## src/rtl/qte_pkg.sv

```systemverilog
`default_nettype none

package qte_pkg;

  localparam int CORDIC_STEPS_DEF = 16;
  localparam int TABLE_LEN = 24;
  localparam int TW = 36;
  localparam int CW = 38;
  localparam int MAG_W = 28;
  localparam int QUEUE_DEPTH = 4;
  localparam int SQRT_BITS = 29;

  localparam logic signed [TW-1:0] ONE_Q28 = TW'(64'sd268435456);
  localparam logic signed [TW-1:0] NEG_ONE_Q28 = TW'(-64'sd268435456);
  localparam logic [15:0] QUARTER_TURN = 16'h4000;
  localparam logic [15:0] NEG_QUARTER_TURN = 16'hC000;
  localparam logic [31:0] HALF_TURN = 32'h8000_0000;
  localparam logic [31:0] ROUND_HALF = 32'h0000_8000;

  typedef struct packed {
    logic signed [TW-1:0] siny;
    logic signed [TW-1:0] cosy;
    logic signed [TW-1:0] sinr;
    logic signed [TW-1:0] cosr;
    logic sat;
    logic neg;
    logic [MAG_W-1:0] mag;
  } item_t;

  function automatic logic [31:0] atan_entry(input logic [4:0] idx);
    logic [31:0] r;
    unique case (idx)
      5'd0: r = 32'd536870912;
      5'd1: r = 32'd316933406;
      5'd2: r = 32'd167458907;
      5'd3: r = 32'd85004756;
      5'd4: r = 32'd42667331;
      5'd5: r = 32'd21354465;
      5'd6: r = 32'd10679838;
      5'd7: r = 32'd5340245;
      5'd8: r = 32'd2670163;
      5'd9: r = 32'd1335087;
      5'd10: r = 32'd667544;
      5'd11: r = 32'd333772;
      5'd12: r = 32'd166886;
      5'd13: r = 32'd83443;
      5'd14: r = 32'd41721;
      5'd15: r = 32'd20860;
      5'd16: r = 32'd10430;
      5'd17: r = 32'd5215;
      5'd18: r = 32'd2607;
      5'd19: r = 32'd1303;
      5'd20: r = 32'd651;
      5'd21: r = 32'd325;
      5'd22: r = 32'd162;
      5'd23: r = 32'd81;
      default: r = 32'd0;
    endcase
    return r;
  endfunction

endpackage

`default_nettype wire

```

## src/rtl/qte_queue.sv

```systemverilog
`default_nettype none

module qte_queue (
  input  wire logic           clk,
  input  wire logic           rst,
  input  wire logic           push,
  input  wire qte_pkg::item_t din,
  output logic                full,
  input  wire logic           pop,
  output qte_pkg::item_t      dout,
  output logic                nonempty
);

  localparam int PW = $clog2(qte_pkg::QUEUE_DEPTH);

  qte_pkg::item_t mem [qte_pkg::QUEUE_DEPTH];
  logic [PW-1:0] wr_ptr;
  logic [PW-1:0] rd_ptr;
  logic [PW:0] count;

  assign full = count == (PW+1)'(qte_pkg::QUEUE_DEPTH);
  assign nonempty = count != '0;
  assign dout = mem[rd_ptr];

  always_ff @(posedge clk) begin
    if (rst) begin
      wr_ptr <= '0;
      rd_ptr <= '0;
      count <= '0;
    end else begin
      if (push) begin
        wr_ptr <= wr_ptr + 1'b1;
      end
      if (pop) begin
        rd_ptr <= rd_ptr + 1'b1;
      end
      if (push && !pop) begin
        count <= count + 1'b1;
      end else if (pop && !push) begin
        count <= count - 1'b1;
      end
    end
  end

  always_ff @(posedge clk) begin
    if (push) begin
      mem[wr_ptr] <= din;
    end
  end

endmodule

`default_nettype wire

```

## config.mk

```make
export PLATFORM = sky130hd
export DESIGN_NAME = qte_queue
export DESIGN_NICKNAME = d
export VERILOG_FILES = /design/src/rtl/qte_pkg.sv /design/src/rtl/qte_queue.sv
export SDC_FILE = /design/constraint.sdc
export NUM_CORES = 1
export LEC_CHECK = 0
export BUFFER_PORTS_ARGS = -buffer_cell sky130_fd_sc_hd__buf_2
export CAP_MARGIN = 20
export CORE_MARGIN = 2
export CORE_UTILIZATION = 40
export CTS_BUF_LIST = sky130_fd_sc_hd__clkbuf_8
export DETAILED_ROUTE_END_ITERATION = 6
export GPL_TIMING_DRIVEN = 0
export PLACE_DENSITY_LB_ADDON = 0.15
export SETUP_SLACK_MARGIN = 0.02
export SLEW_MARGIN = 15
export SYNTH_ARGS = -nofsm -noshare
export SYNTH_HDL_FRONTEND = slang
export SYNTH_SLANG_ARGS = --single-unit
```

## constraint.sdc

```tcl
create_clock -name clk -period 15.2 [get_ports clk]
set_input_delay 3.04 -clock clk [delete_from_list [all_inputs] [get_ports clk]]
set_output_delay 3.04 -clock clk [all_outputs]
set_load 0.01 [all_outputs]
```

## After elaboration in Yosys (flattened, before gate mapping)

Memory sizes are Yosys's and may differ from the RTL's. A register that Yosys moved wholly into a read port is not among the register bits.
Index checks and enable logic that the tools add are counted.

- $add $sub $neg: 4
- Eq/ne operators: 1
- Multiplexer cells: 6
- Reduce and logical (&&, ||, !) cells: 6

Operators with widths:

| cell | count |
|---|---|
| two-way mux 3 bit | 2 |
| adder 2 x 1 -> 2 bit (second input constant) | 2 |
| two-way mux 2 bit | 2 |
| adder 3 x 1 -> 3 bit (second input constant) | 1 |
| == test 3 bit (second input constant) | 1 |
| nonzero test 3 bit | 1 |
| subtractor 3 x 1 -> 3 bit (second input constant) | 1 |
| logical AND 1 bit | 2 |
| logical NOT 1 bit | 2 |
| two-way mux 1 bit | 2 |
| nonzero test 2 bit | 1 |

- Bits in registers: 7
- RAM bits: 696
- Bits of input ports: 178
- Memories kept: 1

Memories:

| name | words | bits a word | rd ports | clocked after Yosys merged registers in | write ports | RTL line | text |
|---|---|---|---|---|---|---|---|
| mem | 4 | 174 | 1 | 1 | 1 | qte_queue.sv:16 | `qte_pkg::item_t mem [qte_pkg::QUEUE_DEPTH];` |

## Logic depth before layout (Yosys ltp)

- Word-level depth: 4
- Mapped depth: 7
- Gate-level depth less buffers: 7

## Least setup slack after synthesis

Ideal clock, no wire load.

- Path type: input-to-reg
- Start point: input port push
- End point: memory mem[0][0] in the netlist's numbering (enable)
- Setup time: 0.554 ns
- Arrival: 6.998 ns
- Data required time: 14.646 ns
- Path slack: 7.647 ns
- Stages: 1
- Buffers on the path: 0
- Cell sequence: and2_1

- Word-level cells in the longest chain between the ends: 2

Ends and longest elaborated chain:

| item | RTL line | text |
|---|---|---|
| start: declaration | qte_queue.sv:6 | `input wire logic push,` |
| two-way mux 1 bit | qte_queue.sv:46 | `if (push) begin` |
| two-way mux 1 bit (not written as such) | qte_queue.sv:47 | `mem[wr_ptr] <= din;` |
| end: declaration | qte_queue.sv:16 |  |

No other way between the ends.

==> flow_metrics.tcl <==
set metrics [dict create \
    outcome "finished, final reports clean" \
    maxSlewViolCount 0 \
    tns_ns 0 \
    dr.pass1.iters 4 \
    synthesis.nets 1137 \
    grt_first_pass_wirelength_um 78100 \
    grt-ovfl-total 0 \
    worstMarginPinSlew_ns 0.875 \
    postCtsSetupBuffers 0 \
    critPathLaunchType "register" \
    fp.dieArea_um2 66300 \
    path_clk_slew_ns 0.05 \
    cts_max_level 3 \
    drc 0 \
    switchingPower_uw 966 \
    ys_seq_area_frac 0.821 \
    switching_share 0.232 \
    vias 11700 \
    relSlewSlack 0.417 \
    rows 92 \
    finalSetupViolations 0 \
    arrival_ns 2.70 \
    yosys_warnings 0 \
    cp_data_required_time_ns 12.16 \
    nets 1622 \
    syn_to_final_growth_pct 20.7 \
    layout_setup_ws_ns 9.46 \
    p_comb_frac 0.106 \
    vias_per_cell 4.90 \
    core_area_um2 63300 \
    hp-class "reg -> reg" \
    cts_hold_buf 0 \
    dp_hpwl_um 32900 \
    ys_ff_latch 705 \
    die_x_um 257 \
    boundaryPins 354 \
    io_buffers 352 \
    syn_inst 953 \
    grt_pass1_vias 12500 \
    drive_gt1_frac 0.468 \
    seq_power_share 0.542 \
    fin_crit_ns 5.74 \
    p_int_mw 3.19 \
    synth_cell_types 22 \
    max_clock_freq_mhz 174 \
    antenna_found_initial 15 \
    wire_per_inst_um 22.0 \
    pre_cts_slack_ns 9.98 \
    cap_violations 0 \
    detail-route-antenna-nets 0 \
    vdd_drop_max_v 0.0000762 \
    cts_root_buffer "clkbuf_8" \
    criticalPathCategory "reg -> out" \
    cts.sinks 705 \
    crit_path_end_kind "output port" \
    rsz0062_at_grt "no" \
    syn_area_um2 25700 \
    routed_wirelength_um 52500 \
    cts_tree "done" \
    cts_buffer_depth 3 \
    grtUsageTotal 0.158 \
    period_share 0.377 \
    gp_congestion 0.671 \
    grt_max_degree 43 \
    p_per_area_nw_per_um2 134 \
    die_y_um 257 \
    drt-initial-drc-count 614 \
    initial_core_util 0.406 \
    worstPathMaxFanout 10 \
    p_leak_nw 10.6 \
    finalHoldViolations 0 \
    synth.avg_cell_area_um2 27.0 \
    clkPwrFrac 0.352 \
    clk_latency_ns 0.70 \
    cts_resized 0 \
    finClkSkew_ns 0.0387 \
    cts_buffers 114 \
]
==> per-layer routing <==
metal | track usage | up-vias | part of all wire
met4 | 0.0499 | 24 | 0.017
met1 | 0.195 | 6053 | 0.39
met5 | 0 | - | 0.0031
li1 | - | 5149 | -
met2 | 0.256 | 363 | 0.50
met3 | 0.0640 | 89 | 0.092
==> critical path, stage by stage (launching register included) <==
cell and delay, ns:
dfxtp_1 0.38, clkbuf_1 0.68, buf_2 0.44, mux4_2 0.35
buf_2 0.17
==> kinds of logic (layout without fill, tap and decap cells) <==
family                   after synthesis  after routing  share of synthesized area
AND/OR/NAND/NOR                       15             15                    0.00292
other                                  0              3                          0
XOR/XNOR                               5              5                    0.00171
multiplexers                         176            176                      0.153
buffers and inverters                 44            624                     0.0177
adder cells (fa/ha/maj)                6              6                    0.00322
flip-flops                           705            705                      0.821
AO/OA/AOI/OAI                          2              2                   0.000389
==> cell type report <==
cell class	count	area, µm²
flip-flops and latches	705	21100
plain buffers	40	439
clock buffers	115	1580
diodes	3	7.51
well taps	846	1060
clock inverters	96	479
inverters	4	15.0
fillers	5219	32300
multi-input cells	204	4160
repair buffers	369	2180
==> per-stage QoR <==
step	cell area (µm²)	power, mW	hold slack [ns]	instances	util
global route	31000	4.34	0.535	2381	0.490
global placement	28500	2.76	0.485	2151	0.450
CTS	31000	4.23	0.509	2379	0.490
finish	31000	4.16	0.505	2382	0.490
detailed placement	28900	2.75	0.501	2168	0.457
floorplan	25700	2.56	0.461	953	-
==> cell usage after synthesis, drive strengths merged <==
library cell,n,share of area
inv,4,0.00058
nand2,1,0.00015
o21ai,1,0.00019
mux2i,2,0.00078
xnor2,2,0.00068
nor3b,1,0.00029
buf,36,0.017
edfxtp,696,0.81
ha,5,0.0024
dfxtp,9,0.0070
and2,4,0.00097
mux4,174,0.15
a21oi,1,0.00019
clkbuf,4,0.00058
xor2,3,0.0010
or3,2,0.00049
nor2,7,0.0010
fa,1,0.00078
==> cells in the final DEF (no fill, tap or decap), types with 4 or more instances in the layout <==
cell / netlist / final
and2_4: 0 / 4
buf_16: 0 / 11
inv_1: 4 / 44
clkinv_1: 0 / 37
edfxtp_1: 696 / 696
clkbuf_8: 0 / 115
mux4_2: 174 / 174
nor2_1: 7 / 7
buf_8: 7 / 7
clkbuf_1: 4 / 4
ha_1: 5 / 5
buf_12: 11 / 17
buf_2: 16 / 368
clkinv_2: 0 / 12
dfxtp_1: 9 / 9
==> sequential cells by signal, summed over array words and instances, names as in the netlist, named ones only <==
name    count
mem       696
count       3
rd_ptr      2
wr_ptr      2
==> power groups by stage <==
stage / Combinational, mW / Sequential [mW] / Clock (mW)
global placement: 0.435 / 2.32 / 0
finish: 0.441 / 2.25 / 1.47
detailed placement: 0.455 / 2.29 / 0
global route: 0.478 / 2.26 / 1.61
floorplan: 0.253 / 2.30 / 0
CTS: 0.456 / 2.25 / 1.52
==> worst paths after layout <==
check        slack [ns]  cells past startpoint              startpoint                    end
max reg2reg       13.03                      6  wr_ptr[0]$_SDFFE_PP0P_   mem[2][69]$_DFFE_PP_
max                9.46                      4                register               dout[53]
min reg2reg        0.51                      2   count[2]$_SDFFE_PP0P_  count[2]$_SDFFE_PP0P_
min                0.51                      2   count[2]$_SDFFE_PP0P_  count[2]$_SDFFE_PP0P_
No activity file was read; power rests on OpenSTA's default activity.
